--- src/sv/poq_pkg.sv ---
// shared types and codes of the priority ordered queue
`default_nettype none

package poq_pkg;

  localparam int TAG_BITS   = 32;
  localparam int PRIO_BITS  = 16;
  localparam int OP_BITS    = 3;
  localparam int ST_BITS    = 3;
  localparam int COUNT_BITS = 5;

  localparam logic [OP_BITS-1:0] OP_PUSH      = 3'd0;
  localparam logic [OP_BITS-1:0] OP_PUSH_PRIO = 3'd1;
  localparam logic [OP_BITS-1:0] OP_POP       = 3'd2;
  localparam logic [OP_BITS-1:0] OP_FIND      = 3'd3;
  localparam logic [OP_BITS-1:0] OP_REMOVE    = 3'd4;

  localparam logic [ST_BITS-1:0] ST_OK            = 3'd0;
  localparam logic [ST_BITS-1:0] ST_EMPTY         = 3'd1;
  localparam logic [ST_BITS-1:0] ST_FULL          = 3'd2;
  localparam logic [ST_BITS-1:0] ST_NOT_FOUND     = 3'd3;
  localparam logic [ST_BITS-1:0] ST_NOT_FOUND_ERR = 3'd4;

  typedef struct packed {
    logic [OP_BITS-1:0]   operation;
    logic [TAG_BITS-1:0]  tag;
    logic [PRIO_BITS-1:0] priority_req;
    logic                 strict;
  } in_item_t;

  typedef struct packed {
    logic [ST_BITS-1:0]    status;
    logic [TAG_BITS-1:0]   out_tag;
    logic [PRIO_BITS-1:0]  out_priority;
    logic                  found;
    logic [COUNT_BITS-1:0] count;
  } out_item_t;

  typedef struct packed {
    logic [TAG_BITS-1:0]  tag;
    logic [PRIO_BITS-1:0] prio;
  } entry_t;

  typedef enum logic [2:0] {
    CMD_HOLD,
    CMD_CMP_TAG,
    CMD_CMP_PRIO,
    CMD_PUSH_HEAD,
    CMD_PUSH_PRIO,
    CMD_POP,
    CMD_REMOVE
  } cell_cmd_t;

  typedef struct packed {
    cell_cmd_t cmd;
    entry_t    entry;
  } cell_ctl_t;

endpackage

`default_nettype wire

--- src/sv/poq_cell.sv ---
// one queue slot: holds an entry, compares it and trades it with its neighbors
`default_nettype none

module poq_cell (
  input  wire logic               clk,
  input  wire logic               rst_n,
  input  wire poq_pkg::cell_ctl_t ctl,
  input  wire logic               before_hit,
  input  wire logic               prev_valid,
  input  wire poq_pkg::entry_t    prev_entry,
  input  wire logic               next_valid,
  input  wire poq_pkg::entry_t    next_entry,
  output logic                    valid,
  output poq_pkg::entry_t         entry,
  output logic                    hit
);

  logic            valid_r, valid_nxt;
  poq_pkg::entry_t entry_r, entry_nxt;
  logic            hit_r, hit_nxt;

  always_comb begin
    valid_nxt = valid_r;
    entry_nxt = entry_r;
    hit_nxt   = hit_r;
    unique case (ctl.cmd)
      poq_pkg::CMD_CMP_TAG: begin
        hit_nxt = valid_r && (entry_r.tag == ctl.entry.tag);
      end
      poq_pkg::CMD_CMP_PRIO: begin
        hit_nxt = valid_r && (entry_r.prio <= ctl.entry.prio);
      end
      poq_pkg::CMD_PUSH_HEAD: begin
        valid_nxt = prev_valid;
        entry_nxt = prev_entry;
      end
      poq_pkg::CMD_PUSH_PRIO: begin
        if (before_hit) begin
          valid_nxt = prev_valid;
          entry_nxt = prev_entry;
        end else if (hit_r || (!valid_r && prev_valid)) begin
          valid_nxt = 1'b1;
          entry_nxt = ctl.entry;
        end
      end
      poq_pkg::CMD_POP: begin
        if (valid_r && !next_valid) begin
          valid_nxt = 1'b0;
        end
      end
      poq_pkg::CMD_REMOVE: begin
        if (before_hit || hit_r) begin
          valid_nxt = next_valid;
          entry_nxt = next_entry;
        end
      end
      poq_pkg::CMD_HOLD: begin
      end
      default: begin
      end
    endcase
  end

  always_ff @(posedge clk) begin
    if (!rst_n) begin
      valid_r <= 1'b0;
    end else begin
      valid_r <= valid_nxt;
    end
    entry_r <= entry_nxt;
    hit_r   <= hit_nxt;
  end

  assign valid = valid_r;
  assign entry = entry_r;
  assign hit   = hit_r;

endmodule

`default_nettype wire

--- src/sv/priority_ordered_queue.sv ---
// priority ordered queue: sequencer over a row of entry cells
//
//   channel | direction | handshake            | payload
//   in      | input     | in_valid / in_stall   | in_data  (poq_pkg::in_item_t)
//   out     | output    | out_valid / out_stall | out_data (poq_pkg::out_item_t)
//
// an item goes through capture, per-cell compare, apply and load result
// the apply cycle waits while the result register is full and stalled
// the next item is taken while a finished result still waits at the output
// reset empties the queue at once; entry contents are kept unreset
`default_nettype none

module priority_ordered_queue #(
  parameter int CAPACITY = 16
) (
  input  wire logic               clk,
  input  wire logic               rst_n,
  input  wire logic               in_valid,
  output logic                    in_stall,
  input  wire poq_pkg::in_item_t  in_data,
  output logic                    out_valid,
  input  wire logic               out_stall,
  output poq_pkg::out_item_t      out_data
);

  localparam int CNT_W = $clog2(CAPACITY + 1);

  typedef enum logic [1:0] {
    S_IDLE,
    S_CMP,
    S_APPLY
  } state_t;

  state_t             state_r, state_nxt;
  poq_pkg::in_item_t  req_r, req_nxt;
  poq_pkg::out_item_t out_data_r, out_data_nxt;
  logic               out_valid_r, out_valid_nxt;
  logic [CNT_W-1:0]   count_r, count_nxt;

  poq_pkg::cell_ctl_t ctl;
  poq_pkg::cell_cmd_t apply_cmd;
  poq_pkg::entry_t    req_entry;
  poq_pkg::entry_t    cell_entry [CAPACITY];
  poq_pkg::entry_t    sel_entry;
  poq_pkg::out_item_t result;
  logic [CAPACITY-1:0] valid_vec, hit_vec, before_vec, first_vec, tail_vec, sel_vec;
  logic [CNT_W-1:0]   count_after;
  logic               in_accept, apply_go, full, empty, any_hit;

  assign req_entry.tag  = req_r.tag;
  assign req_entry.prio = req_r.priority_req;

  genvar g;
  generate
    for (g = 0; g < CAPACITY; g++) begin : g_cell
      logic            prev_valid, next_valid;
      poq_pkg::entry_t prev_entry, next_entry;

      if (g == 0) begin : g_head
        assign prev_valid    = 1'b1;
        assign prev_entry    = req_entry;
        assign before_vec[g] = 1'b0;
      end else begin : g_mid
        assign prev_valid    = valid_vec[g-1];
        assign prev_entry    = cell_entry[g-1];
        assign before_vec[g] = |hit_vec[g-1:0];
      end

      if (g == CAPACITY - 1) begin : g_tail
        assign next_valid = 1'b0;
        assign next_entry = cell_entry[g];
      end else begin : g_body
        assign next_valid = valid_vec[g+1];
        assign next_entry = cell_entry[g+1];
      end

      assign first_vec[g] = hit_vec[g] && !before_vec[g];
      assign tail_vec[g]  = valid_vec[g] && !next_valid;

      poq_cell u_cell (
        .clk        (clk),
        .rst_n      (rst_n),
        .ctl        (ctl),
        .before_hit (before_vec[g]),
        .prev_valid (prev_valid),
        .prev_entry (prev_entry),
        .next_valid (next_valid),
        .next_entry (next_entry),
        .valid      (valid_vec[g]),
        .entry      (cell_entry[g]),
        .hit        (hit_vec[g])
      );
    end
  endgenerate

  assign full    = (count_r == CNT_W'(CAPACITY));
  assign empty   = (count_r == '0);
  assign any_hit = |hit_vec;
  assign sel_vec = (req_r.operation == poq_pkg::OP_POP) ? tail_vec : first_vec;

  always_comb begin
    sel_entry = '0;
    for (int i = 0; i < CAPACITY; i++) begin
      if (sel_vec[i]) begin
        sel_entry = sel_entry | cell_entry[i];
      end
    end
  end

  // result and cell command of the apply cycle
  always_comb begin
    apply_cmd    = poq_pkg::CMD_HOLD;
    count_after  = count_r;
    result       = '0;
    case (req_r.operation) inside
      poq_pkg::OP_PUSH, poq_pkg::OP_PUSH_PRIO: begin
        if (full) begin
          result.status = poq_pkg::ST_FULL;
        end else begin
          apply_cmd   = (req_r.operation == poq_pkg::OP_PUSH) ?
                        poq_pkg::CMD_PUSH_HEAD : poq_pkg::CMD_PUSH_PRIO;
          count_after = count_r + CNT_W'(1);
        end
      end
      poq_pkg::OP_POP: begin
        if (empty) begin
          result.status = poq_pkg::ST_EMPTY;
        end else begin
          apply_cmd           = poq_pkg::CMD_POP;
          count_after         = count_r - CNT_W'(1);
          result.out_tag      = sel_entry.tag;
          result.out_priority = sel_entry.prio;
        end
      end
      poq_pkg::OP_FIND, poq_pkg::OP_REMOVE: begin
        if (any_hit) begin
          result.found        = 1'b1;
          result.out_tag      = sel_entry.tag;
          result.out_priority = sel_entry.prio;
          if (req_r.operation == poq_pkg::OP_REMOVE) begin
            apply_cmd   = poq_pkg::CMD_REMOVE;
            count_after = count_r - CNT_W'(1);
          end
        end else if (req_r.operation == poq_pkg::OP_REMOVE && req_r.strict) begin
          result.status = poq_pkg::ST_NOT_FOUND_ERR;
        end else begin
          result.status = poq_pkg::ST_NOT_FOUND;
        end
      end
      default: begin
      end
    endcase
    result.count = poq_pkg::COUNT_BITS'(count_after);
  end

  assign in_accept = in_valid && !in_stall;
  assign apply_go  = (state_r == S_APPLY) && (!out_valid_r || !out_stall);

  always_comb begin
    state_nxt     = state_r;
    req_nxt       = req_r;
    out_data_nxt  = out_data_r;
    out_valid_nxt = out_valid_r && out_stall;
    count_nxt     = count_r;
    ctl.cmd       = poq_pkg::CMD_HOLD;
    ctl.entry     = req_entry;
    unique case (state_r)
      S_IDLE: begin
        if (in_accept) begin
          req_nxt   = in_data;
          state_nxt = S_CMP;
        end
      end
      S_CMP: begin
        case (req_r.operation) inside
          poq_pkg::OP_FIND, poq_pkg::OP_REMOVE: ctl.cmd = poq_pkg::CMD_CMP_TAG;
          poq_pkg::OP_PUSH_PRIO:                ctl.cmd = poq_pkg::CMD_CMP_PRIO;
          default:                              ctl.cmd = poq_pkg::CMD_HOLD;
        endcase
        state_nxt = S_APPLY;
      end
      S_APPLY: begin
        if (apply_go) begin
          ctl.cmd       = apply_cmd;
          out_data_nxt  = result;
          out_valid_nxt = 1'b1;
          count_nxt     = count_after;
          state_nxt     = S_IDLE;
        end
      end
      default: begin
        state_nxt = S_IDLE;
      end
    endcase
  end

  always_ff @(posedge clk) begin
    if (!rst_n) begin
      state_r     <= S_IDLE;
      out_valid_r <= 1'b0;
      count_r     <= '0;
    end else begin
      state_r     <= state_nxt;
      out_valid_r <= out_valid_nxt;
      count_r     <= count_nxt;
    end
    req_r      <= req_nxt;
    out_data_r <= out_data_nxt;
  end

  assign in_stall  = (state_r != S_IDLE);
  assign out_valid = out_valid_r;
  assign out_data  = out_data_r;

  a_count_bound: assert property (@(posedge clk) disable iff (!rst_n)
    count_r <= CNT_W'(CAPACITY))
    else $error("held count above capacity");

  a_valid_matches_count: assert property (@(posedge clk) disable iff (!rst_n)
    $countones(valid_vec) == int'(count_r))
    else $error("occupied cells disagree with held count");

  a_apply_loads_result: assert property (@(posedge clk) disable iff (!rst_n)
    apply_go |=> out_valid_r && state_r == S_IDLE)
    else $error("apply cycle did not load a result");

  a_one_first_hit: assert property (@(posedge clk) disable iff (!rst_n)
    state_r == S_APPLY |-> $onehot0(first_vec))
    else $error("more than one first matching cell");

endmodule

`default_nettype wire
--- config.mk ---
export PLATFORM = sky130hd
export DESIGN_NAME = priority_ordered_queue
export DESIGN_NICKNAME = d
export VERILOG_FILES = /design/src/sv/poq_pkg.sv /design/src/sv/poq_cell.sv /design/src/sv/priority_ordered_queue.sv
export SDC_FILE = /design/constraint.sdc
export NUM_CORES = 2
export LEC_CHECK = 0
export BUFFER_PORTS_ARGS = -buffer_cell sky130_fd_sc_hd__buf_2
export CAP_MARGIN = 20
export CORE_AREA = 2 2 325 407
export CTS_CLUSTER_DIAMETER = 50
export DETAILED_ROUTE_END_ITERATION = 8
export DIE_AREA = 0 0 327 409
export PLACE_DENSITY = 0.57
export SLEW_MARGIN = 40
export SYNTH_ARGS = -nofsm -noshare
export SYNTH_HDL_FRONTEND = slang
export SYNTH_SLANG_ARGS = --single-unit
--- constraint.sdc ---
create_clock -name clk -period 15.8 [get_ports clk]
set_clock_uncertainty 0.2 [all_clocks]
set_input_delay 1.58 -clock clk [delete_from_list [all_inputs] [get_ports clk]]
set_output_delay 1.58 -clock clk [all_outputs]
set_load 0.02 [all_outputs]
Word-level counts from Yosys, hierarchy flattened
Cells that the tools add are included.
{"block": "word_totals", "reg_bits": 917, "latch_bits": 0, "mem_bits_rw": 0, "romBits": 0, "input_bits": 56, "out_inout_bits": 59, "elab_cells": 589, "n_memories": 0}
{"block": "classes", "add_sub_neg": 2, "n_mul": 0, "div_mod_pow": 0, "n_lt_le_gt_ge": 16, "eq_ne": 78, "n_shift": 0, "mux": 208, "bitwise_logic": 16, "n_reduce_logical": 193}
{"op": "48-bit two-way mux", "count": 65}
{"op": "48-bit case mux with 3 select lines", "count": 15}
{"op": "48-bit OR", "count": 15}
{"op": "32-bit == test", "count": 16}
{"op": "16-bit less-or-equal comparator", "count": 16}
{"op": "48-bit case mux with 2 select lines", "count": 1}
{"op": "1-bit logical AND", "count": 66}
{"op": "1-bit two-way mux", "count": 65}
{"op": "1-bit case mux with 4 select lines", "count": 16}
{"op": "4-bit AND reduction", "count": 15}
{"op": "49-bit two-way mux", "count": 1}
{"op": "3-bit AND reduction", "count": 16}
{"op": "3-bit by 1-bit != test with 1-bit output (second input constant)", "count": 15}
{"op": "3-bit two-way mux", "count": 14}
{"op": "5-bit two-way mux", "count": 7}
{"op": "1-bit logical NOT", "count": 34}
{"op": "2-bit by 1-bit != test with 1-bit output (second input constant)", "count": 17}
{"op": "2-bit != test (second input constant)", "count": 17}
{"op": "1-bit logical OR", "count": 32}
{"op": "1-bit case mux with 2 select lines", "count": 16}
{"op": "16-bit two-way mux", "count": 1}
{"op": "16-bit OR reduction", "count": 1}
{"op": "15-bit OR reduction", "count": 1}
{"op": "14-bit OR reduction", "count": 1}
{"op": "31 further kinds", "count": 50}

Logic depth before layout (Yosys ltp)
{"block": "depth", "ltp_word": 38, "ltp_mapped": 14, "ltp_nobuf": 11}

Modules after synthesis
Synthesis repeated with hierarchy kept, for this count alone.
{"block": "hier_totals", "hier_cells": 7510, "area_unflattened_um2": 71890.2}
{"module": "poq_cell (g_cell[1].u_cell ...)", "n_inst": 8, "cells_per_inst": 388, "area_per_inst_um2": 3777.4}
{"module": "poq_cell (g_cell[0].u_cell ...)", "n_inst": 7, "cells_per_inst": 388, "area_per_inst_um2": 3779.9}
{"module": "priority_ordered_queue", "n_inst": 1, "cells_per_inst": 1302, "area_per_inst_um2": 11448.5}
{"module": "poq_cell (g_cell[9].u_cell)", "n_inst": 1, "cells_per_inst": 388, "area_per_inst_um2": 3763.6}

Worst setup path before layout
Ideal clock, no wire load.
{"block": "synth_path", "path_kind": "input-to-reg", "from": "input out_stall", "to": "register g_cell[13].u_cell.entry_r, in the netlist g_cell[13].u_cell.entry[0] (enable)", "arrival_time_ps": 7001, "required_ps": 15129, "setup_slack_ps": 8128, "path_stages": 10, "n_path_buf": 2, "path_cell_list": "nand2_1 -> nand2_1 -> inv_1 -> a31oi_1 -> a211o_1 -> buf_2 -> or3b_1 -> and2_1 -> buf_2 -> a21oi_1"}
{"block": "synth_via", "elab_chain_cells": 8, "word_cells_on_any_way": 12}
{"element": "from (decl)", "line": "priority_ordered_queue.sv:22", "rtl": "input wire logic out_stall,"}
{"element": "1-bit logical NOT (*)", "line": "priority_ordered_queue.sv:157", "rtl": "assign apply_go = (state_r == S_APPLY) && (!out_valid_r || !out_stall);"}
{"element": "1-bit logical OR (*)", "line": "priority_ordered_queue.sv:157"}
{"element": "1-bit logical AND (*)", "line": "priority_ordered_queue.sv:157"}
{"element": "3-bit two-way mux (*)", "line": "priority_ordered_queue.sv:183", "rtl": "if (apply_go) begin"}
{"element": "3-bit case mux with 2 select lines (*)", "line": "priority_ordered_queue.sv:167", "rtl": "unique case (state_r)"}
{"element": "3-bit == test or 3-bit by 2-bit == test with 1-bit output (tied branches)", "line": "poq_cell.sv:26", "rtl": "unique case (ctl.cmd)"}
{"element": "3-bit by 1-bit != test with 1-bit output (no source line), or another cell as far along"}
{"element": "3-bit AND reduction (no source line) (*)"}
{"element": "to (signal assigned)", "line": "poq_cell.sv:70", "rtl": "entry_r <= entry_nxt;"}
{"element": "to (decl)", "line": "poq_cell.sv:19", "rtl": "poq_pkg::entry_t entry_r, entry_nxt;"}
Mark *: on every way between the ends. The rest lies on a longest branch, timed or not.
A chain may end at the register's enable or synchronous reset.

==> results.yml <==
outcome:
  status: "finished, violations left"
  violations: "design-rule violations"
detailed_routing:
  drt_first_pass_iters: 9
  routedWlPerCell_um: 32.2
  drt-vias-per-instance: 6.88
  num_vias: 51735
  drc_errors: 21
  dr.first_iter.drc_count: 7539
  drt-total-wl_um: 242000
  ant_nets: 0
place:
  placed_cells: 7269
  numPortBuffers: 114
  place_ws_ns: 8.63
  hpwl_um: 169000
  gp_congestion: 0.963
setup_path:
  crit_start: "g_cell[5].u_cell.hit"
  critPathKind: "flop to flop"
  cp.required_ns: 16.09
  rrSetupSlack_ns: 9.28
  worstSetupStartpointType: "flop"
  reg2reg_depth: 13
  r2r-start: "g_cell[5].u_cell.hit"
  cp_data_arrival_time_ns: 6.81
  critical_path.max_fanout: 87
  cp-end-kind: "flop"
  critPathCapture: "g_cell[1].u_cell.entry[18]"
  r2r_end: "g_cell[1].u_cell.entry[18]"
die:
  start_util: 0.447
  coreArea_sq_um: 130000
  io_pins: 115
  die_area_sq_um: 134000
  die_x_um: 327
  dieHeight_um: 409
  row_count: 148
layout:
  fill_cells: 12022
  syn2layout_area_growth_pct: 11.7
  ff_latch_area_sq_um: 27300
  layout.cells.non_filler: 7515
  multi_input_area_sq_um: 28900
  num-nets-final: 6005
  drive_above_1_share: 0.119
yosys:
  synth_flop_cell: "edfxtp_1"
  netlist_instances: 5833
  netlist_area_sq_um: 58000
  synth_edf_count: 893
  synth_most_common_cell: "edfxtp_1"
  yosys.area.top_type: "edfxtp_1"
  yosys-top-cells-area: "edfxtp_1 (46%), o22ai_1 (5.8%), a21oi_1 (5.7%), ha_1 (5.6%), xor2_1 (4.1%)"
  synth.avg_cell_area_sq_um: 9.95
  yosys_warnings: 0
  yosysTopAreaCellShare: 0.462
  synth-seq-cells: 917
  synth_seq_area_share: 0.470
  synth_nets: 6151
  synth_cell_types: 78
  synth_commonest_cells: "edfxtp_1 (893), a21oi_1 (658), nor2_1 (617), o22ai_1 (542), clkbuf_1 (394)"
  synthArstFlopShare: 0
global_route:
  grt_pass1_wl_um: 350000
  grt_max_degree: 175
  track_usage: 0.352
  grt_overflow_total: 0
  antenna_found_initial: 5
  first_global_vias: 49603
pwr:
  vdd_drop_max_uv: 89.5
  power_density_nw_per_um2: 105
  p_leak_nw: 21.6
clock_tree:
  post_cts_buffers: 0
  cts_tree: "built"
  cts.htree.levels: 4
  path_clk_slew_ns: 0.06
  cts_resized: 0
  clockBufferDepth: 3
  root_buffer: "clkbuf_16"
  insertion_delay_ns: 0.78
  cts.sinks: 917
  numCtsBuffers: 130
  cts_hold_buffers: 0
timing:
  final.min_clock_period_ns: 6.52
  drv_slew: 0
  setup_viol: 0
  fin_tns_setup_ns: 0
  fmax_mhz: 153
  worst_pin_slew_ns: 1.00
  worst_slack_ns: 9.28
  hold_viol_final: 0
  grt_setup_unrepaired: "no"
  post-route-period-util: 0.413
  relSlewSlack: 0.333
hold_path:
  hold_path_class: "flop to flop"
job:
  maxCapViolations: 0
## critical path, stage by stage (launching register included)
cell and delay [ns]:
edfxtp_1 0.43, nor4_1 0.75, nand3_1 0.15, buf_4 0.23, nor2_2 0.43, a211o_4 0.51
buf_12 0.33, buf_6 0.63, buf_6 0.69, buf_6 0.61, nand2b_2 0.42, buf_4 0.41
o22ai_1 0.20, a21oi_1 0.09
## worst min-delay path by stage
stage | from | end | slack [ns] | cells past startpoint
after floorplan | state_r[1] | state_r[1] | 0.29 | 2
after global placement | state_r[0] | state_r[0] | 0.32 | 2
after detailed placement | state_r[0] | state_r[0] | 0.33 | 2
after CTS | state_r[0] | state_r[0] | 0.34 | 2
after global routing | state_r[0] | state_r[0] | 0.37 | 2
final | state_r[0] | state_r[0] | 0.34 | 2
## where the power goes
part	switching (mW)	internal [mW]
logic	0.682	0.313
registers	0.0853	2.74
clock network	1.19	1.77
total	1.96	4.82
## metrics by stage
step | util | area [sq um] | power, mW | hold WS [ns]
5_1_grt | 0.499 | 64800 | 6.95 | 0.366
4_1_cts | 0.498 | 64600 | 6.77 | 0.343
6_report | 0.499 | 64800 | 6.78 | 0.335
3_3_place_gp | 0.462 | 60000 | 3.81 | 0.316
3_5_place_dp | 0.465 | 60400 | 3.83 | 0.328
2_1_floorplan | - | 58000 | 3.44 | 0.291
## area by class of cell
cell class / count / share of cell area
clock inverters: 76 / 0.0113
multi-input cells: 4304 / 0.445
well taps: 1725 / 0.0333
repair buffers: 283 / 0.0319
flip-flops and latches: 917 / 0.421
clock buffers: 158 / 0.0542
diodes: 1 / 0.0000386
inverters: 51 / 0.00297
## metal layers
layer	vias to the layer above	wire (um)	GRT usage
met1	25569	87700	0.420
met2	3139	112000	0.564
met5	-	22	0
li1	22270	-	-
met4	4	22800	0.275
met3	753	19400	0.0575
## cells by family after synthesis
group	after synthesis	synth area share
compound gates	2034	0.227
buf+inv	612	0.0427
xor+xnor	515	0.0777
mux	85	0.0164
simple gates	1408	0.109
fa+ha+maj	262	0.0565
flops	917	0.470
## cells in the final DEF (no fill, tap or decap), drive strengths merged, types with 48 or more instances in the layout
cell type  instances
ha               262
xor2             272
clkbuf           161
o21ai            245
nor4              88
nor2             618
a221oi            64
a22oi            184
a21oi            658
xnor2            243
buf              280
a21o              50
nand4            174
nand2            387
inv               62
a222oi           145
a41oi             48
o22ai            542
mux2              80
edfxtp           893
## sequential cells by signal (all words and copies together) (netlist names)
name	count
state_r	2
out_valid	1
count_r	5
g_cell.u_cell.hit	16
out_data	57
g_cell.u_cell.valid	16
req_r	4
g_cell.u_cell.entry	768
ctl	48
(Power assumes the default switching activity.)
